File: src/hw/rtl/nobt_pkg.sv
// ----------------------------------------------------------------------------
// Oscillator beat tracker package
// Shared types, codes, constants and fixed-point helpers.
// ----------------------------------------------------------------------------
package nobt_pkg;

    // Input item kinds
    typedef enum logic [1:0] {
        OP_ONSET = 2'd0,
        OP_TICK  = 2'd1,
        OP_LOAD  = 2'd2,
        OP_RESET = 2'd3
    } nobt_op_t;

    // Configuration register indexes
    localparam logic [3:0] CFG_INIT_PERIOD = 4'd0;
    localparam logic [3:0] CFG_FIELD_WIDTH = 4'd1;
    localparam logic [3:0] CFG_PHASE_GAIN  = 4'd2;
    localparam logic [3:0] CFG_PERIOD_GAIN = 4'd3;

    // Sequencer states
    typedef enum logic [4:0] {
        ST_IDLE, ST_DISPATCH, ST_PH_GO, ST_PH_WAIT, ST_CR_GO, ST_CR_WAIT,
        ST_T1, ST_T2, ST_T3, ST_Z1, ST_Z2, ST_EM, ST_ED_GO, ST_ED_WAIT,
        ST_EX, ST_Q_GO, ST_Q_WAIT, ST_S_GO, ST_S_WAIT, ST_F1, ST_F2, ST_F3,
        ST_P1, ST_P2, ST_P3, ST_P4, ST_EMIT
    } nobt_state_t;

    // Period limits, ms * 1024
    localparam logic [22:0] PERIOD_MIN   = 23'd204800;
    localparam logic [22:0] PERIOD_MAX   = 23'd6144000;
    localparam logic [22:0] PERIOD_RESET = 23'd1024000;

    // Fixed-point constants
    localparam logic [29:0] LOG2E_X2_Q16 = 30'd189096;     // 2 * log2(e)
    localparam logic [29:0] LN2_Q30      = 30'd744261118;
    localparam logic [29:0] INV2PI_Q16   = 30'd10430;
    localparam logic signed [33:0] CORDIC_X0 = 34'sd652032875;
    localparam logic [30:0] ONE_Q30      = 31'd1073741824;

    // Shared unit widths
    localparam int MUL_A_W = 34;
    localparam int MUL_B_W = 30;
    localparam int DIV_W   = 64;
    localparam int DVS_W   = 32;

    // Arctangent of 2^-i, angle units of 2^22 per quarter cycle
    function automatic logic signed [23:0] atan_step(input logic [3:0] i);
        logic signed [23:0] a;
        unique case (i)
            4'd0:  a = 24'sd2097152;
            4'd1:  a = 24'sd1238021;
            4'd2:  a = 24'sd654136;
            4'd3:  a = 24'sd332050;
            4'd4:  a = 24'sd166669;
            4'd5:  a = 24'sd83416;
            4'd6:  a = 24'sd41718;
            4'd7:  a = 24'sd20860;
            4'd8:  a = 24'sd10430;
            4'd9:  a = 24'sd5215;
            4'd10: a = 24'sd2608;
            4'd11: a = 24'sd1304;
            4'd12: a = 24'sd652;
            4'd13: a = 24'sd326;
            4'd14: a = 24'sd163;
            default: a = 24'sd81;
        endcase
        return a;
    endfunction

    // Reciprocal of a series term index, 2^33 / n rounded up; exact floor
    // division for dividends below 2^30. The tenth term takes the default.
    function automatic logic [33:0] recip_index(input logic [3:0] n);
        logic [33:0] r;
        unique case (n)
            4'd1:  r = 34'd8589934592;
            4'd2:  r = 34'd4294967296;
            4'd3:  r = 34'd2863311531;
            4'd4:  r = 34'd2147483648;
            4'd5:  r = 34'd1717986919;
            4'd6:  r = 34'd1431655766;
            4'd7:  r = 34'd1227133514;
            4'd8:  r = 34'd1073741824;
            4'd9:  r = 34'd954437177;
            default: r = 34'd858993460;
        endcase
        return r;
    endfunction

    // Round Q30 to Q16 and clamp to +-1.0
    function automatic logic signed [17:0] q30_to_q16(input logic signed [33:0] v);
        logic signed [34:0] s;
        logic signed [20:0] r;
        logic signed [17:0] q;
        s = 35'(v) + 35'sd8192;
        r = s[34:14];
        if (r > 21'sd65536) begin
            q = 18'sd65536;
        end else if (r < -21'sd65536) begin
            q = -18'sd65536;
        end else begin
            q = r[17:0];
        end
        return q;
    endfunction

    // Clamp a period to its legal range
    function automatic logic [22:0] clamp_period(input logic [24:0] p);
        logic [22:0] c;
        if (p < 25'(PERIOD_MIN)) begin
            c = PERIOD_MIN;
        end else if (p > 25'(PERIOD_MAX)) begin
            c = PERIOD_MAX;
        end else begin
            c = p[22:0];
        end
        return c;
    endfunction

endpackage

File: src/hw/rtl/nobt_mul.sv
// ----------------------------------------------------------------------------
// Shared multiplier
// Unsigned multiplier with a registered product, one result per cycle.
// ----------------------------------------------------------------------------
module nobt_mul
    import nobt_pkg::*;
(
    input  logic                       aclk,
    input  logic [MUL_A_W-1:0]         a,
    input  logic [MUL_B_W-1:0]         b,
    output logic [MUL_A_W+MUL_B_W-1:0] p
);

    logic [MUL_A_W+MUL_B_W-1:0] p_reg;

    // Register the product
    always_ff @(posedge aclk) begin
        p_reg <= (MUL_A_W+MUL_B_W)'(a) * (MUL_A_W+MUL_B_W)'(b);
    end

    assign p = p_reg;

endmodule

File: config.mk
export PLATFORM = sky130hd
export DESIGN_NAME = nobt_mul
export DESIGN_NICKNAME = d
export VERILOG_FILES = /design/src/hw/rtl/nobt_pkg.sv /design/src/hw/rtl/nobt_mul.sv
export SDC_FILE = /design/constraint.sdc
export NUM_CORES = 2
export LEC_CHECK = 0
export ABC_AREA = 0
export BUFFER_PORTS_ARGS = -buffer_cell sky130_fd_sc_hd__buf_2
export CORE_MARGIN = 4
export CORE_UTILIZATION = 66
export DETAILED_ROUTE_END_ITERATION = 16
export PLACE_DENSITY = 0.95
export SYNTH_ARGS = -nofsm -noshare
export SYNTH_HDL_FRONTEND = slang
export SYNTH_SLANG_ARGS = --single-unit
File: constraint.sdc
create_clock -name aclk -period 9.76 [get_ports aclk]
set_input_delay 1.464 -clock aclk [delete_from_list [all_inputs] [get_ports aclk]]
set_output_delay 1.464 -clock aclk [all_outputs]
set_load 0.005 [all_outputs]
[Word-level counts from Yosys, hierarchy flattened]
Index checks and enable logic that the tools add are counted.
Word-level totals
  bits of input ports: 65
  register bits: 64
  output and inout bits: 64
  word-level logic and storage cells: 2
Cells by class
  multipliers: 1
Operator list (number)
  $mul 34x30->64: 1

[Logic depth before layout (Yosys ltp)]
  depth after elaboration: 1
  depth in mapped cells: 29

[Worst setup path before layout]
OpenSTA, ideal clock, no wires.
  path type: in2reg
  from: input b[21]
  to: register p_reg[52] (netlist: p[52])
  setup time: 0.122 ns
  buffers on the path: 2
  slack: 1.508 ns
  data required time: 9.638 ns
  arrival time: 8.130 ns
  cell stages on the path: 24
  cells stage by stage: clkbuf_1 -> clkbuf_1 -> nand2_1 -> fa_1 -> inv_1 -> fa_1 -> fa_1 -> fa_1 -> fa_1 -> fa_1 -> fa_1 -> inv_1 -> fa_1 -> inv_1 -> ha_1 -> a21o_1 -> a21o_1 -> a221o_2 -> a2111oi_4 -> nor2_1 -> a21o_1 -> a31oi_4 -> o21ai_2 -> xor2_1
On the way
  longest elaborated chain between the ends: 1
Ends and longest elaborated chain
  from (decl): line nobt_mul.sv:10  | input logic [MUL_B_W-1:0] b,
  $mul 34x30->64: line nobt_mul.sv:18  | p_reg <= (MUL_A_W+MUL_B_W)'(a) * (MUL_A_W+MUL_B_W)'(b);
  to (signal assigned): line nobt_mul.sv:18
  to (decl): line nobt_mul.sv:14  | logic [MUL_A_W+MUL_B_W-1:0] p_reg;
No other way between the ends.

[Worst setup path in the final report]
  from: input b[8]
  to: register p_reg[62] (netlist: p[62])
The elaborated chain is that of the path after synthesis.

==> run summary <==
status -> finished, final reports clean
Largest register FFs -> 64
Cells after Synth -> 3,787
Fin Setup TNS -> 0 ns
vias in the first global route -> 31,100
commonest non-fill, non-tap cell in the layout -> inv_1
grt ovf -> 0
TritonCTS Buffers -> 9
final setup fails -> 0
CTS Sinks -> 64
Mapped Avg Cell Area -> 9.09 um2
Ports -> 129
CTS tree -> done
post-detailed-route via-to-cell ratio -> 6.03
Max Cap Violations -> 0
Main synth FF type -> dfxtp_1
ANT nets after route -> 0
Yosys cell types -> 66
maximum root-to-sink buffer count -> 2
fin crit share -> 0.927
syn nets -> 4,996
Routed WL per cell -> 21.7 um
largest net degree at the start of global routing -> 35
most frequent cells in the layout -> inv_1 (915), fa_1 (892), nand2_1 (589)
Worst Hold End -> p[0]
initial antenna violation count -> 2
CP Launch Type -> input pin
hold depth -> 2
Die Area -> 55,900 um2
PortBufs -> 128
Worst Hold Class -> input pin to register
WP data arrival -> 9.29 ns
CP Data Required Time -> 10.00 ns
nets -> 4,945
warnings from Yosys -> 0
Slew @ Worst Pin -> 0.843 ns
root buf cell -> clkbuf_16
Slew Limit Fails -> 0
Relative slew margins -> 0.438
H-tree Lvls -> 3
DRC -> 0
DR pass1 iterations -> 8
fillers -> 3,506
Initial Utilization -> 0.668
Fin. Hold Viols -> 0
Crit Path Category -> input pin to register
gpl congestion -> 0.960
Fmax achieved -> 0.110 GHz
Tmin final -> 9.05 ns
Post-DP HPWL -> 76,500 um
die height -> 236 um
die width -> 236 um
CP max FO -> 28
DR vias -> 26,700
#FFs+latches synth -> 64
fraction of registers with async set/reset -> 0
number of DRC markers in iteration 0 -> 2,278
Routed Wire Length -> 95,800 um
GRT Util Overall -> 0.353
Post-CTS Resized -> 0
first-pass GRT wire length -> 156,000 um
fin util -> 0.690
mapped cell area -> 34,400 um2
min-delay src -> a[0]
post-CTS setup buffers -> 0
CTS clock-pin slew for the worst setup and hold paths -> 0.06 ns
Hold Worst Slack -> 1.69 ns
part of the Yosys area used for sequential elements -> 0.0372
Syn-to-layout area delta -> 3.35%
Std-Cell Rows -> 83
number of flops mapped to enable cells by yosys -> 0
cts hold-fix bufs -> 0
critical path endpoint category -> register
layout cell share with drive strength beyond 1 -> 0.0521
core box area -> 51,500 um2
RSZ-0062 raised after global routing -> false
[how the worst max path moves through the flow]
| stage | startpoint | to | slack (ns) |
|---|---|---|---|
| 2_1_floorplan | b[21] | p[52] | 1.51 |
| 3_3_place_gp | b[6] | p[61] | 0.76 |
| 3_5_place_dp | b[6] | p[61] | 0.58 |
| 4_1_cts | b[6] | p[61] | 0.90 |
| 5_1_grt | b[8] | p[62] | 0.51 |
| 6_report | b[8] | p[62] | 0.71 |
[synthesized netlist by cell type, drive strengths merged (7+ instances only)]
| master | count | area share |
|---|---|---|
| ha | 252 | 0.092 |
| o31ai | 7 | 0.0022 |
| nand4 | 19 | 0.0035 |
| and3 | 8 | 0.0015 |
| o21a | 10 | 0.0022 |
| xor2 | 25 | 0.0064 |
| xnor2 | 38 | 0.0097 |
| o21bai | 7 | 0.0015 |
| o21ai | 45 | 0.0069 |
| dfxtp | 64 | 0.037 |
| a211oi | 7 | 0.0018 |
| nor2 | 32 | 0.0035 |
| inv | 915 | 0.10 |
| a31oi | 7 | 0.0017 |
| a21o | 26 | 0.0057 |
| fa | 892 | 0.52 |
| nand2 | 592 | 0.065 |
| a21oi | 73 | 0.011 |
| clkbuf | 204 | 0.022 |
| and2 | 487 | 0.089 |
| buf | 9 | 0.0020 |
| nand3 | 11 | 0.0016 |
| nor3 | 9 | 0.0013 |
[routing by layer]
layer | share of wire | global-route usage | vias up
met1 | 0.30 | 0.378 | 13300
met2 | 0.49 | 0.599 | 1856
met4 | 0.10 | 0.281 | 0
met3 | 0.10 | 0.0797 | 718
met5 | 0 | 0 | -
li1 | - | - | 10800
[critical path, cell delays in order]
cell and delay, ns:
buf_2 0.55, buf_4 0.29, nand2_1 0.09, fa_1 0.40, inv_1 0.09, fa_1 0.44, fa_1 0.53, inv_1 0.06
fa_1 0.49, inv_1 0.06, fa_1 0.49, inv_1 0.05, fa_1 0.53, inv_1 0.08, fa_1 0.49, inv_1 0.05
fa_1 0.48, inv_1 0.05, ha_1 0.39, nand2_1 0.19, nor2_1 0.23, o211ai_1 0.26, a2111oi_4 0.46, o21ai_2 0.11
a21oi_2 0.29, a31oi_1 0.19, o21a_1 0.22, nor3_1 0.24
[area by class of cell]
type                    instances  area (um2)  area share
diodes                          1        2.50   0.0000704
repair buffers                151         813      0.0229
flip-flops and latches         64        1280      0.0360
clock buffers                  12         256     0.00721
inverters                     915        3430      0.0966
multi-input cells            2595       28900       0.811
well taps                     680         851      0.0239
clock inverters                 3        65.1     0.00183
[cells by family (layout without fill, tap and decap cells)]
| kind of cell | after synthesis | after routing | synth area share |
|---|---|---|---|
| simple gates | 1169 | 1169 | 0.167 |
| other cells | 0 | 1 | 0 |
| flops | 64 | 64 | 0.0372 |
| compound gates | 219 | 219 | 0.0446 |
| xor+xnor | 63 | 63 | 0.0160 |
| fa+ha+maj | 1144 | 1144 | 0.611 |
| buf+inv | 1128 | 1081 | 0.124 |
[metrics by stage]
| step | setup slack (ns) | cell area (um2) | instances |
|---|---|---|---|
| 2_1_floorplan | 1.51 | 34400 | 3787 |
| 3_3_place_gp | 0.762 | 35200 | 4405 |
| 3_5_place_dp | 0.577 | 35200 | 4405 |
| 4_1_cts | 0.899 | 35600 | 4420 |
| 5_1_grt | 0.512 | 35600 | 4420 |
| 6_report | 0.708 | 35600 | 4421 |
Power is not shown: default switching activity piles up to over one toggle a cycle in this logic, so the estimate is an artifact.
