## config.mk

```make
export PLATFORM = sky130hd
export DESIGN_NAME = nobt_div
export DESIGN_NICKNAME = d
export VERILOG_FILES = /design/src/hw/rtl/nobt_pkg.sv /design/src/hw/rtl/nobt_div.sv
export SDC_FILE = /design/constraint.sdc
export NUM_CORES = 1
export LEC_CHECK = 0
export ABC_AREA = 1
export BUFFER_PORTS_ARGS = -buffer_cell sky130_fd_sc_hd__buf_4
export CAP_MARGIN = 20
export CELL_PAD_IN_SITES_DETAIL_PLACEMENT = 1
export CELL_PAD_IN_SITES_GLOBAL_PLACEMENT = 1
export CORE_AREA = 2 2 142 144
export DETAILED_ROUTE_END_ITERATION = 16
export DIE_AREA = 0 0 144 146
export HOLD_SLACK_MARGIN = 0.06
export PLACE_DENSITY_LB_ADDON = 0.1
export REMOVE_ABC_BUFFERS = 1
export SLEW_MARGIN = 20
export SYNTH_ARGS = -nofsm -noshare
export SYNTH_HDL_FRONTEND = slang
export SYNTH_SLANG_ARGS = --single-unit
```

## constraint.sdc

```tcl
create_clock -name aclk -period 6.5 [get_ports aclk]
set_input_delay 0 -clock aclk [delete_from_list [all_inputs] [get_ports aclk]]
set_output_delay 0 -clock aclk [all_outputs]
set_load 0.005 [all_outputs]
```

## src/hw/rtl/nobt_pkg.sv

```systemverilog
// ----------------------------------------------------------------------------
// Oscillator beat tracker package
// Shared types, codes, constants and fixed-point helpers.
// ----------------------------------------------------------------------------
package nobt_pkg;

    // Input item kinds
    typedef enum logic [1:0] {
        OP_ONSET = 2'd0,
        OP_TICK  = 2'd1,
        OP_LOAD  = 2'd2,
        OP_RESET = 2'd3
    } nobt_op_t;

    // Configuration register indexes
    localparam logic [3:0] CFG_INIT_PERIOD = 4'd0;
    localparam logic [3:0] CFG_FIELD_WIDTH = 4'd1;
    localparam logic [3:0] CFG_PHASE_GAIN  = 4'd2;
    localparam logic [3:0] CFG_PERIOD_GAIN = 4'd3;

    // Sequencer states
    typedef enum logic [4:0] {
        ST_IDLE, ST_DISPATCH, ST_PH_GO, ST_PH_WAIT, ST_CR_GO, ST_CR_WAIT,
        ST_T1, ST_T2, ST_T3, ST_Z1, ST_Z2, ST_EM, ST_ED_GO, ST_ED_WAIT,
        ST_EX, ST_Q_GO, ST_Q_WAIT, ST_S_GO, ST_S_WAIT, ST_F1, ST_F2, ST_F3,
        ST_P1, ST_P2, ST_P3, ST_P4, ST_EMIT
    } nobt_state_t;

    // Period limits, ms * 1024
    localparam logic [22:0] PERIOD_MIN   = 23'd204800;
    localparam logic [22:0] PERIOD_MAX   = 23'd6144000;
    localparam logic [22:0] PERIOD_RESET = 23'd1024000;

    // Fixed-point constants
    localparam logic [29:0] LOG2E_X2_Q16 = 30'd189096;     // 2 * log2(e)
    localparam logic [29:0] LN2_Q30      = 30'd744261118;
    localparam logic [29:0] INV2PI_Q16   = 30'd10430;
    localparam logic signed [33:0] CORDIC_X0 = 34'sd652032875;
    localparam logic [30:0] ONE_Q30      = 31'd1073741824;

    // Shared unit widths
    localparam int MUL_A_W = 34;
    localparam int MUL_B_W = 30;
    localparam int DIV_W   = 64;
    localparam int DVS_W   = 32;

    // Arctangent of 2^-i, angle units of 2^22 per quarter cycle
    function automatic logic signed [23:0] atan_step(input logic [3:0] i);
        logic signed [23:0] a;
        unique case (i)
            4'd0:  a = 24'sd2097152;
            4'd1:  a = 24'sd1238021;
            4'd2:  a = 24'sd654136;
            4'd3:  a = 24'sd332050;
            4'd4:  a = 24'sd166669;
            4'd5:  a = 24'sd83416;
            4'd6:  a = 24'sd41718;
            4'd7:  a = 24'sd20860;
            4'd8:  a = 24'sd10430;
            4'd9:  a = 24'sd5215;
            4'd10: a = 24'sd2608;
            4'd11: a = 24'sd1304;
            4'd12: a = 24'sd652;
            4'd13: a = 24'sd326;
            4'd14: a = 24'sd163;
            default: a = 24'sd81;
        endcase
        return a;
    endfunction

    // Reciprocal of a series term index, 2^33 / n rounded up; exact floor
    // division for dividends below 2^30. The tenth term takes the default.
    function automatic logic [33:0] recip_index(input logic [3:0] n);
        logic [33:0] r;
        unique case (n)
            4'd1:  r = 34'd8589934592;
            4'd2:  r = 34'd4294967296;
            4'd3:  r = 34'd2863311531;
            4'd4:  r = 34'd2147483648;
            4'd5:  r = 34'd1717986919;
            4'd6:  r = 34'd1431655766;
            4'd7:  r = 34'd1227133514;
            4'd8:  r = 34'd1073741824;
            4'd9:  r = 34'd954437177;
            default: r = 34'd858993460;
        endcase
        return r;
    endfunction

    // Round Q30 to Q16 and clamp to +-1.0
    function automatic logic signed [17:0] q30_to_q16(input logic signed [33:0] v);
        logic signed [34:0] s;
        logic signed [20:0] r;
        logic signed [17:0] q;
        s = 35'(v) + 35'sd8192;
        r = s[34:14];
        if (r > 21'sd65536) begin
            q = 18'sd65536;
        end else if (r < -21'sd65536) begin
            q = -18'sd65536;
        end else begin
            q = r[17:0];
        end
        return q;
    endfunction

    // Clamp a period to its legal range
    function automatic logic [22:0] clamp_period(input logic [24:0] p);
        logic [22:0] c;
        if (p < 25'(PERIOD_MIN)) begin
            c = PERIOD_MIN;
        end else if (p > 25'(PERIOD_MAX)) begin
            c = PERIOD_MAX;
        end else begin
            c = p[22:0];
        end
        return c;
    endfunction

endpackage

```

## src/hw/rtl/nobt_div.sv

```systemverilog
// ----------------------------------------------------------------------------
// Shared divider
// Restoring divider, one quotient bit per cycle. The dividend comes in left
// aligned; after count steps the low count bits of quotient hold the result.
// ----------------------------------------------------------------------------
module nobt_div
    import nobt_pkg::*;
(
    input  logic             aclk,
    input  logic             aresetn,
    input  logic             start,
    input  logic [DIV_W-1:0] dividend,
    input  logic [DVS_W-1:0] divisor,
    input  logic [5:0]       count,
    output logic             done,
    output logic [DIV_W-1:0] quotient
);

    logic             busy_reg;
    logic             done_reg;
    logic [5:0]       cnt_reg;
    logic [DIV_W-1:0] dvd_reg;
    logic [DVS_W-1:0] rem_reg;
    logic [DVS_W-1:0] dvs_reg;
    logic [DVS_W:0]   shifted;
    logic [DVS_W+1:0] diff;
    logic             ge;

    // Trial subtract
    always_comb begin
        shifted = {rem_reg, dvd_reg[DIV_W-1]};
        diff    = {1'b0, shifted} - {2'b0, dvs_reg};
        ge      = ~diff[DVS_W+1];
    end

    // Control
    always_ff @(posedge aclk) begin
        if (!aresetn) begin
            busy_reg <= 1'b0;
            done_reg <= 1'b0;
            cnt_reg  <= '0;
        end else begin
            done_reg <= 1'b0;
            if (start) begin
                busy_reg <= 1'b1;
                cnt_reg  <= count;
            end else if (busy_reg) begin
                cnt_reg <= cnt_reg - 6'd1;
                if (cnt_reg == 6'd1) begin
                    busy_reg <= 1'b0;
                    done_reg <= 1'b1;
                end
            end
        end
    end

    // Shift in one quotient bit a cycle
    always_ff @(posedge aclk) begin
        if (start) begin
            dvd_reg <= dividend;
            dvs_reg <= divisor;
            rem_reg <= '0;
        end else if (busy_reg) begin
            rem_reg <= ge ? diff[DVS_W-1:0] : shifted[DVS_W-1:0];
            dvd_reg <= {dvd_reg[DIV_W-2:0], ge};
        end
    end

    assign done     = done_reg;
    assign quotient = dvd_reg;

endmodule

```

# Word-level counts from Yosys, hierarchy flattened

Index checks and enable logic that the tools add are counted.

Mux-type cells: 9
Add/subtract/negate cells: 2
Reduce and logical (&&, ||, !) cells: 2
Bitwise logic cells: 3
Equal/unequal tests: 1

Operators by type and width:

| operator            | number |
|---|---|
| $mux 64             | 2 |
| $sub 33x32->34      | 1 |
| $mux 32             | 1 |
| $mux 6              | 2 |
| $eq 6x1->1 const B  | 1 |
| $sub 6x1->6 const B | 1 |
| $mux 1              | 4 |
| $not 1->1           | 3 |
| $reduce_or 3->1     | 1 |
| $reduce_bool 2->1   | 1 |

Output and inout bits: 65
Register bits: 136
Bits of input ports: 105
Word-level logic and storage cells: 23

# Depth between registers and ports, before layout

Word-level depth: 4
Depth in mapped cells: 17
Mapped depth without buffers: 16

# Worst setup path after synthesis

Ideal clock, no wire load.

Path type: register to register
From: reg busy_reg
To: reg dvd_reg[0], in the netlist quotient[0] (enable)
Path buffers: 1
Period minus slack after synthesis: 2.970 ns
Data required time: 6.046 ns
Setup time: 0.454 ns
Stages on the path, launching flop included: 4
Data arrival time: 2.515 ns
Slack: 3.530 ns
Cell sequence: dfxtp_1 > nor2_1 > inv_1 > clkbuf_1

Word-level cells in the longest chain between the ends: 1

Ends and longest elaborated chain:

| element                     | line           | RTL |
|---|---|---|
| from (decl)                 | nobt_div.sv:19 | `logic busy_reg;` |
| from (signal assigned)      | nobt_div.sv:39 | `busy_reg <= 1'b0;` |
| from (signal assigned)      | nobt_div.sv:45 | `busy_reg <= 1'b1;` |
| from (signal assigned)      | nobt_div.sv:50 | `busy_reg <= 1'b0;` |
| $reduce_bool 2->1 (no line) | --             |  |
| to (signal assigned)        | nobt_div.sv:60 | `dvd_reg <= dividend;` |
| to (signal assigned)        | nobt_div.sv:65 | `dvd_reg <= {dvd_reg[DIV_W-2:0], ge};` |
| to (decl)                   | nobt_div.sv:22 | `logic [DIV_W-1:0] dvd_reg;` |

No other way between the ends.
A chain may end at the register's enable or synchronous reset.

# Worst setup path after layout

From: reg dvs_reg[30]
To: reg rem_reg[22]

Word-level cells in the longest chain between the ends: 2

Ends and longest elaborated chain:

| element                | line           | RTL |
|---|---|---|
| from (decl)            | nobt_div.sv:24 | `logic [DVS_W-1:0] dvs_reg;` |
| from (signal assigned) | nobt_div.sv:61 | `dvs_reg <= divisor;` |
| $sub 33x32->34         | nobt_div.sv:32 | `diff = {1'b0, shifted} - {2'b0, dvs_reg};` |
| $mux 32                | nobt_div.sv:64 | `rem_reg <= ge ? diff[DVS_W-1:0] : shifted[DVS_W-1:0];` |
| to (signal assigned)   | nobt_div.sv:64 |  |
| to (decl)              | nobt_div.sv:23 | `logic [DVS_W-1:0] rem_reg;` |

No other way between the ends.

==> out/qor.csv <==
stage,metric,value,unit
clocking,CTS tree,done,
floorplan,Die X,144,µm
cells_and_area,layout cells sized above 1,0.159,
cells_and_area,fillers,2419,
placed_design,Routability Congestion,0.914,
outcome,status,finished clean,
critical_path,Crit path required time,6.87,ns
global_routing,total gr overflow,0,
power,PnR Total Power,2.50,mW
hold_path,min-delay worst type,primary input to flop,
route,DR iter-0 viols,469,
route,DR vias/cell,5.08,
timing,RSZ-0062 raised after global routing,false,
synthesis,number of flops mapped to enable cells by yosys,96,
synthesis,synthesis-stage register bit count,136,
synthesis,"Seq/Total Area, Yosys",0.447,
floorplan,Die H,146,µm
cells_and_area,Finished Core Util,0.588,
timing,Worst Clk Skew,0.0146,ns
clocking,Clock transition at path regs,0.07,ns
critical_path,Worst EP arrival,3.08,ns
synthesis,Syn Inst Count,1138,
critical_path,classification of the worst setup path,flop to flop,
timing,Worst-Margin Slew,1.01,ns
power,PwrDens,220,nW/µm²
critical_path,Crit Path Max Fanout,35,
power,maximum VDD drop,155,µV
cells_and_area,ant diodes,0,
timing,f_max,0.369,GHz
route,Final ANT Viol Nets,0,
route,iteration count of the initial detailed-routing pass,5,
clocking,number of setup buffers added after CTS,0,
placed_design,DPL Wire Length,18.5,mm
floorplan,I/O pin cnt,170,
clocking,CTS root buf,clkbuf_16,
cells_and_area,design area,11400,µm²
cells_and_area,Layout area overhead,37.8,%
timing,hold_ws,0.0980,ns
cells_and_area,footprint of the multi-input gates,3710,µm²
critical_path,sequence of cells on the critical path,inv_1 -> ha_1 -> a21oi_2 -> nor2_1 -> nor3_1 -> nand2_1 -> nor2_8 -> nand2_4 -> nand2_1 -> nand3_1 -> nand2_1,
power,P_leak,5.93,nW
cells_and_area,Largest register FFs,64,
synthesis,Synth top area share,0.350,
floorplan,FP Rows,51,
cells_and_area,Nets,1544,
global_routing,global-route wire length before repair,50.5,mm
synthesis,synthesized area,8250,µm²
critical_path,critical path capture point type,flop,
critical_path,Worst Setup Start Kind,flop,
timing,fin crit period,2.71,ns
synthesis,Synth area leader,edfxtp_1,
route,# DRC,0,
synthesis,Synth Flop Type,edfxtp_1,
timing,Slew headroom,0.323,
critical_path,cell mode on critical path,nand2_1,
job,maxcap violations,0,
timing,fin worst setup slack,3.79,ns
critical_path,Critical Path Slowest Stage Cell,nor2_8,
clocking,clk sinks,136,
placed_design,placed cell areas,9720,µm²
timing,Final setup viols,0,
route,routed len/inst,18.8,µm
timing,fin. max-slew vios,0,
synthesis,Netlist cell types,36,
cells_and_area,Post-Layout Cell Count,1682,
placed_design,dpl ws,3.83,ns
synthesis,Async SR Flop Fraction,0,
global_routing,total track usage,0.310,
global_routing,vias in the first global route,9613,
clocking,CTS max path bufs,2,
synthesis,synth top area cells,"edfxtp_1 35%, nand2_1 23%, dfxtp_1 9.7%",
placed_design,dpl cells,1547,
clocking,clock latency on the worst-skew pair,0.44,ns
timing,Fin. Hold Viols,0,
critical_path,crit-path max cell delay,0.52,ns
floorplan,core area,19300,µm²
synthesis,synth warn,0,
synthesis,Syn Area/Cell,7.25,µm²
floorplan,initial core utilization,0.427,
clocking,total CTS buffers,17,
clocking,H-tree depth,4,
cells_and_area,FF+latch area,3680,µm²
floorplan,DIE AREA,21000,µm²
route,via count,8544,
placed_design,port buffer count,169,
global_routing,antenna violations before repair,0,
timing,period utilization,0.417,
route,WL final,31.5,mm
timing,Final TNS setup,0,ns
global_routing,largest net degree at the start of global routing,76,
worst max-delay path, delay by kind of cell (launching register included):
kind,cells,cell delay (ns)
and+or+nand+nor,8,1.67
adders and majority gates,1,0.35
DFF,1,0.32
AOI/OAI and AO/OA,1,0.21
buffers and inverters,1,0.04
cells in the final DEF (no fill, tap or decap), drive strengths merged:
cell type / netlist / final
nand2: 522 / 522
inv: 182 / 186
buf: 13 / 174
dlygate4sd3: 0 / 103
edfxtp: 96 / 96
nand3: 84 / 84
nor2: 53 / 53
dfxtp: 40 / 40
ha: 34 / 34
clkbuf: 17 / 19
a21oi: 19 / 19
nand3b: 17 / 17
o21ai: 17 / 17
xnor2: 14 / 14
nand4: 11 / 11
nor3: 6 / 6
a31oi: 4 / 4
clkinv: 1 / 4
bufinv: 0 / 3
clkinvlp: 0 / 3
o21bai: 2 / 2
and2: 2 / 2
nor4: 1 / 1
xor2: 1 / 1
a22oi: 1 / 1
fa: 1 / 1
synth_stat cells (2+ instances only):
cell type and number:
xnor2_1 14, dfxtp_1 40, buf_4 4, nand2_1 516, nor2_1 49, ha_1 34, nand3_1 83, nor3_1 5
o21ai_0 6, o21bai_1 2, nand2_2 4, nand3b_1 17, inv_2 3, a31oi_1 4, and2_1 2, nand4_1 11
buf_6 5, nand2_4 2, nor2_4 2, a21oi_1 16, a21oi_2 3, clkbuf_1 17, o21ai_1 11, buf_2 3
edfxtp_1 96, inv_1 179
layer usage:
metal  share of wire  routed length [µm]  global-route usage  vias up
li1                -                   -                   -     4074
met1            0.41               12900               0.369     4110
met2            0.50               15800               0.535      271
met3           0.052                1660              0.0681       89
met4           0.037                1160               0.132        0
met5               0                   0                   0        -
cell families after synthesis:
family                   after synthesis  synth area share
flip-flops                           136             0.447
adder cells (fa/ha/maj)               35            0.0540
buffers and inverters                213             0.104
XOR/XNOR                              15            0.0159
AO/OA/AOI/OAI                         43            0.0290
AND/OR/NAND/NOR                      696             0.351
worst paths after layout:
path / cells after the start / slack, ns / from / to
hold / removal: 1 / 0.1 / start / dvs_reg[15]
hold reg to reg: 2 / 0.47 / rem_reg[18] / rem_reg[18]
setup reg to reg: 11 / 3.79 / dvs_reg[30] / rem_reg[22]
setup / recovery: 11 / 3.79 / dvs_reg[30] / rem_reg[22]
timing repair:
item,CTS,global route
endpoints found under the hold margin,104,0
hold buffers,103,0
resized for setup,0,0
area by class of cell:
class	count	area share
clock inverter	13	0.0149
clock buffer	19	0.0390
inverter	183	0.0605
timing repair buffer	277	0.206
multi-input combinational	789	0.327
sequential	136	0.324
tap	265	0.0292
report_power, final:
part           internal (mW)  leakage (nW)  switching [mW]
clock                  0.620         0.292           0.438
sequential              1.01          1.29          0.0441
combinational          0.186          4.34           0.209
Note: power is estimated with default switching activity, not from simulation.
