<file path="config.mk">
export PLATFORM = sky130hd
export DESIGN_NAME = nobt_cordic
export DESIGN_NICKNAME = d
export VERILOG_FILES = /design/src/hw/rtl/nobt_pkg.sv /design/src/hw/rtl/nobt_cordic.sv
export SDC_FILE = /design/constraint.sdc
export NUM_CORES = 1
export LEC_CHECK = 0
export BUFFER_PORTS_ARGS = -buffer_cell sky130_fd_sc_hd__buf_2
export CAP_MARGIN = 20
export CORE_MARGIN = 2
export CORE_UTILIZATION = 40
export DETAILED_ROUTE_END_ITERATION = 10
export PLACE_DENSITY = 0.64
export REMOVE_ABC_BUFFERS = 1
export SLEW_MARGIN = 20
export SYNTH_ARGS = -nofsm -noshare
export SYNTH_HDL_FRONTEND = slang
export SYNTH_SLANG_ARGS = --single-unit
</file>
<file path="constraint.sdc">
create_clock -name aclk -period 8.2 [get_ports aclk]
set_input_delay 1.64 -clock aclk [delete_from_list [all_inputs] [get_ports aclk]]
set_output_delay 1.64 -clock aclk [all_outputs]
set_load 0.005 [all_outputs]
</file>
<file path="src/hw/rtl/nobt_pkg.sv">
// ----------------------------------------------------------------------------
// Oscillator beat tracker package
// Shared types, codes, constants and fixed-point helpers.
// ----------------------------------------------------------------------------
package nobt_pkg;

    // Input item kinds
    typedef enum logic [1:0] {
        OP_ONSET = 2'd0,
        OP_TICK  = 2'd1,
        OP_LOAD  = 2'd2,
        OP_RESET = 2'd3
    } nobt_op_t;

    // Configuration register indexes
    localparam logic [3:0] CFG_INIT_PERIOD = 4'd0;
    localparam logic [3:0] CFG_FIELD_WIDTH = 4'd1;
    localparam logic [3:0] CFG_PHASE_GAIN  = 4'd2;
    localparam logic [3:0] CFG_PERIOD_GAIN = 4'd3;

    // Sequencer states
    typedef enum logic [4:0] {
        ST_IDLE, ST_DISPATCH, ST_PH_GO, ST_PH_WAIT, ST_CR_GO, ST_CR_WAIT,
        ST_T1, ST_T2, ST_T3, ST_Z1, ST_Z2, ST_EM, ST_ED_GO, ST_ED_WAIT,
        ST_EX, ST_Q_GO, ST_Q_WAIT, ST_S_GO, ST_S_WAIT, ST_F1, ST_F2, ST_F3,
        ST_P1, ST_P2, ST_P3, ST_P4, ST_EMIT
    } nobt_state_t;

    // Period limits, ms * 1024
    localparam logic [22:0] PERIOD_MIN   = 23'd204800;
    localparam logic [22:0] PERIOD_MAX   = 23'd6144000;
    localparam logic [22:0] PERIOD_RESET = 23'd1024000;

    // Fixed-point constants
    localparam logic [29:0] LOG2E_X2_Q16 = 30'd189096;     // 2 * log2(e)
    localparam logic [29:0] LN2_Q30      = 30'd744261118;
    localparam logic [29:0] INV2PI_Q16   = 30'd10430;
    localparam logic signed [33:0] CORDIC_X0 = 34'sd652032875;
    localparam logic [30:0] ONE_Q30      = 31'd1073741824;

    // Shared unit widths
    localparam int MUL_A_W = 34;
    localparam int MUL_B_W = 30;
    localparam int DIV_W   = 64;
    localparam int DVS_W   = 32;

    // Arctangent of 2^-i, angle units of 2^22 per quarter cycle
    function automatic logic signed [23:0] atan_step(input logic [3:0] i);
        logic signed [23:0] a;
        unique case (i)
            4'd0:  a = 24'sd2097152;
            4'd1:  a = 24'sd1238021;
            4'd2:  a = 24'sd654136;
            4'd3:  a = 24'sd332050;
            4'd4:  a = 24'sd166669;
            4'd5:  a = 24'sd83416;
            4'd6:  a = 24'sd41718;
            4'd7:  a = 24'sd20860;
            4'd8:  a = 24'sd10430;
            4'd9:  a = 24'sd5215;
            4'd10: a = 24'sd2608;
            4'd11: a = 24'sd1304;
            4'd12: a = 24'sd652;
            4'd13: a = 24'sd326;
            4'd14: a = 24'sd163;
            default: a = 24'sd81;
        endcase
        return a;
    endfunction

    // Reciprocal of a series term index, 2^33 / n rounded up; exact floor
    // division for dividends below 2^30. The tenth term takes the default.
    function automatic logic [33:0] recip_index(input logic [3:0] n);
        logic [33:0] r;
        unique case (n)
            4'd1:  r = 34'd8589934592;
            4'd2:  r = 34'd4294967296;
            4'd3:  r = 34'd2863311531;
            4'd4:  r = 34'd2147483648;
            4'd5:  r = 34'd1717986919;
            4'd6:  r = 34'd1431655766;
            4'd7:  r = 34'd1227133514;
            4'd8:  r = 34'd1073741824;
            4'd9:  r = 34'd954437177;
            default: r = 34'd858993460;
        endcase
        return r;
    endfunction

    // Round Q30 to Q16 and clamp to +-1.0
    function automatic logic signed [17:0] q30_to_q16(input logic signed [33:0] v);
        logic signed [34:0] s;
        logic signed [20:0] r;
        logic signed [17:0] q;
        s = 35'(v) + 35'sd8192;
        r = s[34:14];
        if (r > 21'sd65536) begin
            q = 18'sd65536;
        end else if (r < -21'sd65536) begin
            q = -18'sd65536;
        end else begin
            q = r[17:0];
        end
        return q;
    endfunction

    // Clamp a period to its legal range
    function automatic logic [22:0] clamp_period(input logic [24:0] p);
        logic [22:0] c;
        if (p < 25'(PERIOD_MIN)) begin
            c = PERIOD_MIN;
        end else if (p > 25'(PERIOD_MAX)) begin
            c = PERIOD_MAX;
        end else begin
            c = p[22:0];
        end
        return c;
    endfunction

endpackage

</file>
<file path="src/hw/rtl/nobt_cordic.sv">
// ----------------------------------------------------------------------------
// Rotation CORDIC
// Sixteen iterations in Q30, one a cycle, for an angle within a quadrant.
// ----------------------------------------------------------------------------
module nobt_cordic
    import nobt_pkg::*;
(
    input  logic               aclk,
    input  logic               aresetn,
    input  logic               start,
    input  logic signed [23:0] angle,
    output logic               done,
    output logic signed [33:0] cos_q30,
    output logic signed [33:0] sin_q30
);

    logic               busy_reg;
    logic               done_reg;
    logic [3:0]         iter_reg;
    logic signed [33:0] x_reg;
    logic signed [33:0] y_reg;
    logic signed [23:0] z_reg;
    logic signed [33:0] sx;
    logic signed [33:0] sy;

    assign sx = x_reg >>> iter_reg;
    assign sy = y_reg >>> iter_reg;

    // Control
    always_ff @(posedge aclk) begin
        if (!aresetn) begin
            busy_reg <= 1'b0;
            done_reg <= 1'b0;
            iter_reg <= '0;
        end else begin
            done_reg <= 1'b0;
            if (start) begin
                busy_reg <= 1'b1;
                iter_reg <= '0;
            end else if (busy_reg) begin
                iter_reg <= iter_reg + 4'd1;
                if (iter_reg == 4'd15) begin
                    busy_reg <= 1'b0;
                    done_reg <= 1'b1;
                end
            end
        end
    end

    // Rotate toward zero residual angle
    always_ff @(posedge aclk) begin
        if (start) begin
            x_reg <= CORDIC_X0;
            y_reg <= '0;
            z_reg <= angle;
        end else if (busy_reg) begin
            if (z_reg >= 0) begin
                x_reg <= x_reg - sy;
                y_reg <= y_reg + sx;
                z_reg <= z_reg - atan_step(iter_reg);
            end else begin
                x_reg <= x_reg + sy;
                y_reg <= y_reg - sx;
                z_reg <= z_reg + atan_step(iter_reg);
            end
        end
    end

    assign done    = done_reg;
    assign cos_q30 = x_reg;
    assign sin_q30 = y_reg;

endmodule

</file>
After elaboration in Yosys (flattened, before gate mapping)
Memories as Yosys holds them, arrays and structs flattened. A register that Yosys moved wholly into a read port is not among the register bits.
Cells that the tools add are included.
- $add $sub $neg: 7
- $lt $le $gt $ge: 1
- equality and inequality tests: 1
- shifts and indexed selects: 2
- multiplexer cells: 19
- bitwise logic cells: 2
- reductions and logical operators: 3
- operators by type and width (cell ; count):
    2-to-1 mux 24 bit ; 9
    adder 34 bit ; 2
    2-to-1 mux 34 bit ; 2
    >>> shifter 34 x 4 -> 34 bit ; 2
    subtractor 34 bit ; 2
    adder 24 bit ; 1
    >= comparator 24 x 1 -> 1 bit, second input constant ; 1
    subtractor 24 bit ; 1
    2-to-1 mux 4 bit ; 4
    adder 4 x 1 -> 4 bit, second input constant ; 1
    equality test 4 bit, second input constant ; 1
    2-to-1 mux 1 bit ; 4
    OR reduction 3 bit ; 1
    NOT 1 bit ; 2
    nonzero test 2 bit ; 1
    OR reduction 2 bit ; 1
- bits in registers: 98
- bits in read-only memories: 704
- output and inout port bits: 69
- logic and storage cells: 43
- memories kept: 2
- memories (name ; depth ; bits a word ; rd ports ; clocked after memory_dff ; write ports ; RTL line ; text):
    (name not given) ; 16 ; 22 ; 1 ; 1 ; 0 ; nobt_pkg.sv:50 ; unique case (i)
    (name not given) ; 16 ; 22 ; 1 ; 1 ; 0 ; nobt_pkg.sv:50 ;

Longest topological paths before layout
Gate-level depths: netlist of run 1.
- depth after elaboration: 8
- gate-level depth with buffers: 32
- mapped depth without buffers: 26

Worst setup path after synthesis of run 1
Ideal clock, no wire load.
- kind: register -> register
- start: register iter_reg[2]
- end: register y_reg[21] (netlist: sin_q30[21])
- library setup time: 0.117 ns
- data arrival time: 5.774 ns
- path slack: 2.310 ns
- cell stages (with the launch flop): 29
- cell sequence: dfxtp_1 > buf_2 > buf_2 > clkbuf_1 > clkbuf_1 > clkbuf_1 > clkbuf_1 > clkbuf_1 > nor2_1 > nor2_1 > nand2_1 > o21ai_0 > ha_1 > o211ai_1 > nor3_1 > o221a_2 > a21oi_1 > ha_1 > a21oi_1 > o211ai_1 > a21oi_1 > a21oi_1 > a21o_1 > a211o_1 > a31oi_1 > nor2_1 > a2111oi_0 > xnor2_1 > a22o_1
- cells in the longest elaborated chain, start to end: 3
- elaborated cells on any way between the ends: 4
- RTL lines (element ; RTL line ; text):
    start, declared ; nobt_cordic.sv:19 ; logic [3:0] iter_reg;
    start signal, assigned ; nobt_cordic.sv:41 ; iter_reg <= iter_reg + 4'd1;
    >>> shifter 34 x 4 -> 34 bit (*) ; nobt_cordic.sv:26 ; assign sx = x_reg >>> iter_reg;
    subtractor 34 bit / adder 34 bit (equally long branches) ; nobt_cordic.sv:63, nobt_cordic.sv:59 ;
    2-to-1 mux 34 bit (*) ; nobt_cordic.sv:57 ; if (z_reg >= 0) begin
    end signal, assigned ; nobt_cordic.sv:59 ; y_reg <= y_reg + sx;
    end signal, assigned ; nobt_cordic.sv:63 ; y_reg <= y_reg - sx;
    end, declared ; nobt_cordic.sv:21 ; logic signed [33:0] y_reg;
Mark *: on every way between the ends. The rest lies on a longest branch, timed or not.
A chain may end at the register's enable or synchronous reset.

Worst setup path after layout of run 1
- start: register iter_reg[3]
- end: register y_reg[33] (netlist: sin_q30[33])
Same word-level chain as after synthesis.

==> results.sh, run 1 <==
export IMPL_finalSetupViolations=0
export IMPL_grt_util_all_layers=0.2313
export IMPL_clk_pin_slew_worst_paths_ns=0.07
export IMPL_dp_slack_ns=2.021
export IMPL_drt_total_wl_mm=42.67
export IMPL_tritoncts="yes"
export IMPL_htreeDepth=4
export IMPL_crit_family="compound AO/OA/AOI/OAI gates"
export IMPL_post_cts_buffers=0
export IMPL_finalCriticalPeriod_ns=6.424
export IMPL_cts_inserted_buffers=17
export IMPL_crit_fanout=92
export IMPL_die_area_um2=37090
export IMPL_fmax_mhz=155.7
export IMPL_cap_violations=0
export IMPL_crit_type="flop to flop"
export IMPL_antenna_found_initial=0
export IMPL_drtIter0Drc=1152
export IMPL_crit_chain="clkinv_1 > and2_1 > a31oi_1 > a21oi_1 > nor4_1 > a21oi_1 > xor2_1 > ha_1 > a221oi_1 > o211ai_1 > o211a_1 > o31a_1 > o21ai_0 > a311oi_1 > xnor2_1 > a21oi_1 > a31o_2"
export IMPL_cp_common_cell="a21oi_1"
export IMPL_power_mw=6.609
export IMPL_synth_area_per_cell_um2=8.002
export IMPL_fin_skew_ns=0.01808
export IMPL_final_core_util=0.4410
export IMPL_start_util=0.4029
export IMPL_min_period_over_period=0.7834
export IMPL_max_slew_worst_pin_slew_ns=1.090
export IMPL_fp_coreArea_um2=35310
export IMPL_relSlewSlack=0.2732
export IMPL_max_stage_delay_ns=1.07
export IMPL_timing_final_hold_violations=0
export IMPL_cp_end_kind="flop"
export IMPL_cp_arrival_ns=6.75
export IMPL_ys_types=85
export IMPL_hold_path_class="flop to flop"
export IMPL_fin_hold_ws_ns=0.5284
export IMPL_grt_max_degree=93
export IMPL_crit_path_start_kind="flop"
export IMPL_timing_final_max_slew_violations=0
export IMPL_status="finished clean"
export IMPL_drive_gt1_frac=0.1374
export IMPL_ys_flop_type="dfxtp_1"
export IMPL_drc=0
export IMPL_synth_cells=1778
export IMPL_layout_cells_non_filler=2289
export IMPL_dieWidth_um=192.6
export IMPL_cts_resized=0
export IMPL_fin_ws_ns=1.776
export IMPL_wl_met3_mm=2.330
export IMPL_cts_sinks=120
export IMPL_post_dp_cell_area_um2=14960
export IMPL_cts_root_buffer="clkbuf_16"
export IMPL_syn_to_final_growth_pct=9.454
export IMPL_cp_required_ns=8.53
export IMPL_top_layer="met4"
export IMPL_grt_pass1_wl_mm=68.02
export IMPL_wl_per_cell_um=18.64
export IMPL_dpl_hpwl_mm=31.86
export IMPL_avgViaCountPerCell=5.962
export IMPL_rows=69
export IMPL_vdd_ir_drop_worst_v=0.0002829
export IMPL_holdBufCountCts=0
export IMPL_vias=13650
export IMPL_leakage_nw=6.458
export IMPL_io_pins=96
export IMPL_nets=1943
export IMPL_place_gp_congestion=0.9361
export IMPL_synth_seq_area_share=0.1857
export IMPL_async_flop_share=0
export IMPL_ant_nets=0
export IMPL_critPathBufInv=1
export IMPL_layout_common_cells="nand2_1, o21ai_0, nor2_1, a21oi_1, ha_1"
export IMPL_tns_ns=0
export IMPL_place_inst=2256
export IMPL_m1WireLength_mm=18.40
export IMPL_rsz0062_at_grt="no"
export IMPL_dieHeight_um=192.6
export IMPL_critical_path_slowest_cell="dfxtp_4"
export IMPL_syn_cell_area_um2=14230
export IMPL_first_global_vias=13060
export IMPL_met2_length_mm=20.14
export IMPL_io_buffers=95
export IMPL_synth_edff_count=24
export IMPL_clk_latency_ns=0.44
export IMPL_ctsLongestPathBuffers=2
export IMPL_fin_area_um2=15570
export IMPL_yosysWarningCount=0
export IMPL_synth_seq_cells=120
export IMPL_p_per_area_nw_per_um2=424.4
export IMPL_dr_pass1_iters=5
export IMPL_grt_ovfl_total=0
export IMPL_layout_commonest_cell="nand2_1"
per-layer routing:
layer / vias up / track usage
met1: 6437 / 0.2839
li1: 6672 / -
met4: 0 / 0.09659
met3: 91 / 0.03473
met5: - / 0
met2: 447 / 0.4020
cells by family (layout without fill, tap and decap cells):
kind of cell / after synthesis / after routing / synth area share
AND/OR/NAND/NOR: 550 / 550 / 0.1803
multiplexers: 150 / 150 / 0.1540
adder cells (fa/ha/maj): 102 / 102 / 0.09129
XOR/XNOR: 155 / 155 / 0.09542
flip-flops: 120 / 120 / 0.1857
buffers and inverters: 137 / 186 / 0.04248
AO/OA/AOI/OAI: 564 / 564 / 0.2508
other: 0 / 1 / 0
final cells by class:
type                            instances  area (um2)
Inverter                               47       176.4
Tap cell                              461       576.8
Antenna cell                            1       2.502
Sequential cell                       120        2656
Fill cell                            3525       19740
Multi-Input combinational cell       1521       10980
Clock buffer                           19       432.9
Clock inverter                         13       178.9
Timing Repair Buffer                  107       568.0
cell usage after synthesis, types with 17 or more instances:
master | number | area, um2
a211oi_1 | 23 | 172.7
a21o_1 | 41 | 307.8
a21oi_1 | 129 | 645.6
a31oi_1 | 19 | 118.9
clkbuf_1 | 49 | 183.9
dfxtp_1 | 96 | 1922
edfxtp_1 | 24 | 720.7
ha_1 | 99 | 1239
inv_1 | 42 | 157.7
mux2_2 | 27 | 304.0
mux2i_1 | 73 | 730.7
mux4_2 | 42 | 945.9
nand2_1 | 204 | 765.7
nand2b_1 | 31 | 193.9
nand3_1 | 32 | 160.2
nor2_1 | 146 | 548.0
nor2b_1 | 18 | 112.6
nor3_1 | 18 | 90.09
o21ai_0 | 172 | 860.8
o22ai_1 | 17 | 106.4
o31ai_1 | 24 | 180.2
or2_2 | 20 | 125.1
xnor2_1 | 81 | 709.4
xor2_1 | 74 | 648.1
worst paths after layout:
path	start	end	slack [ns]	cells past startpoint
worst max register to register	iter_reg[3]	sin_q30[33]	1.78	17
worst max-delay path	iter_reg[3]	sin_q30[33]	1.78	17
worst min register to register	cos_q30[0]	cos_q30[0]	0.53	2
worst min-delay path	cos_q30[0]	cos_q30[0]	0.53	2
where the power goes:
part	switching [mW]	total (mW)	internal, mW	leakage, nW
combinational	2.48	4.58	2.10	5.13
sequential	0.422	1.22	0.798	1.04
clock	0.307	0.814	0.506	0.294
total	3.21	6.61	3.40	6.46
worst reg2reg max path, stage by stage, from the launching register on:
cell and delay [ns]:
dfxtp_4 1.07, clkinv_1 0.96, and2_1 0.38, a31oi_1 0.17
a21oi_1 0.16, nor4_1 0.58, a21oi_1 0.17, xor2_1 0.17
ha_1 0.39, a221oi_1 0.38, o211ai_1 0.18, o211a_1 0.27
o31a_1 0.31, o21ai_0 0.32, a311oi_1 0.18, xnor2_1 0.25
a21oi_1 0.11, a31o_2 0.26
(Power assumes the default switching activity.)
==> run 2: changes to the inputs <==
clock period = 6.3 ns   (was 8.2 ns; I/O delays follow)
==> results.sh, run 2 (synthesis results as in run 1) <==
export IMPL_first_global_vias=13160
export IMPL_post_dp_cell_area_um2=15120
export IMPL_max_slew_worst_pin_slew_ns=0.9865
export IMPL_leakage_nw=6.550
export IMPL_grt_ovfl_total=0
export IMPL_clk_latency_ns=0.47
export IMPL_crit_path_start_kind="flop"
export IMPL_vias=13820
export IMPL_hold_path_class="flop to flop"
export IMPL_timing_final_hold_violations=0
export IMPL_tns_ns=0
export IMPL_drive_gt1_frac=0.1508
export IMPL_layout_commonest_cell="nand2_1"
export IMPL_io_pins=96
export IMPL_power_mw=8.638
export IMPL_fin_area_um2=15690
export IMPL_place_gp_congestion=0.9395
export IMPL_htreeDepth=4
export IMPL_nFillCells=3588
export IMPL_avgViaCountPerCell=5.978
export IMPL_finalSetupViolations=0
export IMPL_cts_root_buffer="clkbuf_16"
export IMPL_vdd_ir_drop_worst_v=0.0004833
export IMPL_cts_sinks=120
export IMPL_holdBufCountCts=0
export IMPL_p_per_area_nw_per_um2=550.7
export IMPL_syn_to_final_growth_pct=10.25
export IMPL_diodes=0
export IMPL_crit_fanout=13
export IMPL_layout_common_cells="nand2_1, o21ai_0, nor2_1, a21oi_1, ha_1"
export IMPL_grt_max_degree=84
export IMPL_nets=1966
export IMPL_status="finished clean"
export IMPL_ant_nets=0
export IMPL_relSlewSlack=0.3416
export IMPL_fmax_mhz=172.1
export IMPL_ctsLongestPathBuffers=2
export IMPL_tritoncts="yes"
export IMPL_drc=0
export IMPL_dieWidth_um=192.6
export IMPL_clk_pin_slew_worst_paths_ns=0.06
export IMPL_drtIter0Drc=1127
export IMPL_cts_inserted_buffers=17
export IMPL_fp_coreArea_um2=35310
export IMPL_timing_final_max_slew_violations=0
export IMPL_rsz0062_at_grt="no"
export IMPL_cp_end_kind="flop"
export IMPL_wl_per_cell_um=19.24
export IMPL_antenna_found_initial=1
export IMPL_cp_arrival_ns=6.17
export IMPL_dr_pass1_iters=6
export IMPL_dpl_hpwl_mm=33.83
export IMPL_crit_type="flop to flop"
export IMPL_final_seq_area_um2=2656
export IMPL_finalCriticalPeriod_ns=5.812
export IMPL_dieHeight_um=192.6
export IMPL_cap_violations=0
export IMPL_fin_skew_ns=0.01282
export IMPL_cp_required_ns=6.66
export IMPL_rows=69
export IMPL_grt_util_all_layers=0.2424
export IMPL_die_area_um2=37090
export IMPL_io_buffers=95
export IMPL_start_util=0.4029
export IMPL_drt_total_wl_mm=44.46
export IMPL_multiInputGateArea_um2=10990
export IMPL_grt_pass1_wl_mm=70.62
export IMPL_min_period_over_period=0.9225
[run 2: changes by cell type in the layout (fill, tap and decap cells not counted), moves of 4 or more]
cell and delta:
buf_4 +23, bufinv_16 -4, clkinv_1 -4, inv_6 +6
[run 2: power by group]
group,leakage [nW],internal (mW),switching (mW)
sequential,1.04,1.04,0.461
combinational,5.25,2.78,3.41
clock,0.269,0.512,0.442
[run 2: per-stage QoR]
step	util	setup slack [ns]	hold WS, ns	cells
after floorplan	-	-0.9298	0.4948	1688
after global placement	0.4281	0.6323	0.5302	2277
after detailed placement	0.4282	0.4872	0.5410	2277
after CTS	0.4435	0.4695	0.5527	2309
after global routing	0.4442	0.02272	0.5747	2311
final	0.4442	0.4883	0.5434	2311
[run 2: path summary, 6_finish.rpt]
kind          startpoint          end  cells past startpoint  slack, ns
min reg2reg   cos_q30[0]   cos_q30[0]                      2       0.54
max          iter_reg[2]  sin_q30[33]                     20       0.49
min           cos_q30[0]   cos_q30[0]                      2       0.54
max reg2reg  iter_reg[2]  sin_q30[33]                     20       0.49
[run 2: layout make-up]
| type | instances | share of cell area |
|---|---|---|
| Tap cell | 461 | 0.03677 |
| Sequential cell | 120 | 0.1694 |
| Timing Repair Buffer | 130 | 0.04722 |
| Multi-Input combinational cell | 1521 | 0.7008 |
| Inverter | 47 | 0.01125 |
| Clock buffer | 18 | 0.02736 |
| Clock inverter | 14 | 0.007259 |
[run 2: worst max-delay path: stages, from the launching register on]
cell and delay (ns):
dfxtp_2 0.54, mux4_2 0.57, mux2i_1 0.49, o311ai_0 0.25, nor3_1 0.40, and2b_1 0.27, nand2_1 0.14, o21ai_0 0.23
xnor2_1 0.16, ha_1 0.31, a21o_1 0.17, a21o_1 0.17, a221oi_1 0.33, o211ai_1 0.19, o211a_1 0.27, o31a_1 0.30
o21ai_0 0.24, a311oi_1 0.15, xnor2_1 0.22, a21oi_1 0.09, a31o_2 0.22
[run 2: per-layer routing]
metal,vias up,track usage,share of wire
met5,-,0,0.00040
met4,2,0.09190,0.028
met3,88,0.03510,0.054
met2,442,0.4331,0.50
met1,6579,0.2923,0.42
li1,6704,-,-
[run 2: what timing repair did]
item,in CTS,in global routing
resized for setup,0,3
setup endpoints to repair,0,5
setup buffers,0,2
==> run 3: changes to the inputs <==
CORE_ASPECT_RATIO = 2   (was unset)
CORE_UTILIZATION = 43   (was 40)
PLACE_DENSITY = 0.67   (was 0.64)
==> results.sh, run 3 (synthesis results as in run 1) <==
export IMPL_drt_total_wl_mm=51.91
export IMPL_tns_ns=0
export IMPL_hold_path_class="flop to flop"
export IMPL_finalSetupViolations=0
export IMPL_vias=14350
export IMPL_holdBufCountCts=0
export IMPL_cts_root_buffer="clkbuf_16"
export IMPL_wl_per_cell_um=22.71
export IMPL_vdd_ir_drop_worst_v=0.0002863
export IMPL_antenna_found_initial=0
export IMPL_ctsLongestPathBuffers=2
export IMPL_min_period_over_period=0.9322
export IMPL_drtIter0Drc=938
export IMPL_final_core_util=0.4822
export IMPL_drc=0
export IMPL_layout_common_cells="nand2_1, o21ai_0, nor2_1, a21oi_1, ha_1"
export IMPL_drive_gt1_frac=0.1521
export IMPL_grt_max_degree=84
export IMPL_grt_util_all_layers=0.2941
export IMPL_layout_commonest_cell="nand2_1"
export IMPL_clk_pin_slew_worst_paths_ns=0.06
export IMPL_cp_arrival_ns=6.21
export IMPL_ff2ff_setup_slack_ns=0.43
export IMPL_p_per_area_nw_per_um2=567.7
export IMPL_die_area_um2=34650
export IMPL_fin_area_um2=15770
export IMPL_fmax_mhz=170.3
export IMPL_rsz0062_at_grt="no"
export IMPL_post_dp_cell_area_um2=15120
export IMPL_leakage_nw=6.617
export IMPL_timing_final_max_slew_violations=0
export IMPL_dp_slack_ns=0.4197
export IMPL_start_util=0.4351
export IMPL_crit_type="flop to flop"
export IMPL_io_pins=96
export IMPL_crit_path_start_kind="flop"
export IMPL_ant_nets=0
export IMPL_timing_final_hold_violations=0
export IMPL_syn_to_final_growth_pct=10.81
export IMPL_cp_end_kind="flop"
export IMPL_dieWidth_um=132.6
export IMPL_grt_pass1_wl_mm=78.21
export IMPL_layout_cells_non_filler=2286
export IMPL_io_buffers=95
export IMPL_first_global_vias=14210
export IMPL_cap_violations=0
export IMPL_dr_pass1_iters=5
export IMPL_place_gp_congestion=0.9693
export IMPL_clk_latency_ns=0.46
export IMPL_rows=94
export IMPL_fp_coreArea_um2=32700
export IMPL_tritoncts="yes"
export IMPL_diodes=0
export IMPL_dieHeight_um=261.2
export IMPL_htreeDepth=4
export IMPL_status="finished clean"
export IMPL_cp_required_ns=6.64
export IMPL_place_inst=2253
export IMPL_grt_ovfl_total=0
export IMPL_cts_sinks=120
export IMPL_finalCriticalPeriod_ns=5.873
export IMPL_fin_ws_ns=0.4272
export IMPL_relSlewSlack=0.3130
export IMPL_nets=1971
export IMPL_dpl_hpwl_mm=39.82
export IMPL_cts_inserted_buffers=17
export IMPL_max_slew_worst_pin_slew_ns=1.029
export IMPL_avgViaCountPerCell=6.278
export IMPL_crit_fanout=25
export IMPL_fin_skew_ns=0.01512
run 3: changes by cell type in the layout (fill, tap and decap cells not counted), sizes merged:
cell | before | now
clkbuf | 18 | 23
bufinv | 0 | 2
inv | 52 | 45
buf | 130 | 135
clkinvlp | 1 | 0
run 3: report_power, final:
part / internal [mW] / total (mW) / switching, mW
Clock: 0.630 / 1.01 / 0.378
Combinational: 2.77 / 6.36 / 3.59
Sequential: 1.04 / 1.58 / 0.542
Total: 4.44 / 8.95 / 4.51
run 3: metal layers:
metal	routed length, um	up-vias	track usage
met5	0	-	0
met4	4918	0	0.2521
met3	2026	257	0.03659
met2	28470	550	0.5845
met1	16490	6842	0.2539
li1	-	6703	-
run 3: repair_timing:
| item | in CTS | in global routing |
|---|---|---|
| endpoints found under the setup margin | 0 | 2 |
| gates resized for setup | 0 | 1 |
| setup buffers | 0 | 2 |
run 3: through the flow:
step                hold slack [ns]  total power, mW
CTS                          0.5438            8.877
finish                       0.5432            8.950
floorplan                    0.4948            6.070
global placement             0.4908            7.739
global route                 0.5649            9.627
detailed placement           0.5280            7.820
run 3: final timing paths:
check	start	endpoint	depth (start not counted)
worst max-delay path	iter_reg[3]	sin_q30[21]	22
worst min-delay path	cos_q30[0]	cos_q30[0]	2
worst max register to register	iter_reg[3]	sin_q30[21]	22
worst min register to register	cos_q30[0]	cos_q30[0]	2
run 3: layout make-up:
class | count | area (um2)
clock buffers | 23 | 499.2
repair buffers | 135 | 818.3
inverters | 47 | 176.4
multi-input cells | 1521 | 10980
well taps | 432 | 540.5
fillers | 3304 | 16930
clock inverters | 8 | 91.34
flip-flops and latches | 120 | 2656
run 3: worst max-delay path, cell delays in order (launching register included):
cell	delay [ns]
dfxtp_4	0.62
mux2_2	0.43
mux2_2	0.32
nor2_1	0.10
a21oi_1	0.05
o21ai_0	0.33
ha_1	0.26
o211ai_1	0.19
nor3_1	0.26
o221a_2	0.23
a21oi_1	0.05
ha_1	0.39
a21oi_1	0.21
o211ai_1	0.16
a21oi_1	0.24
a21oi_1	0.20
a21o_1	0.24
a211o_1	0.32
a31oi_1	0.24
nor2_1	0.07
a2111oi_0	0.53
xnor2_1	0.12
a22o_1	0.21
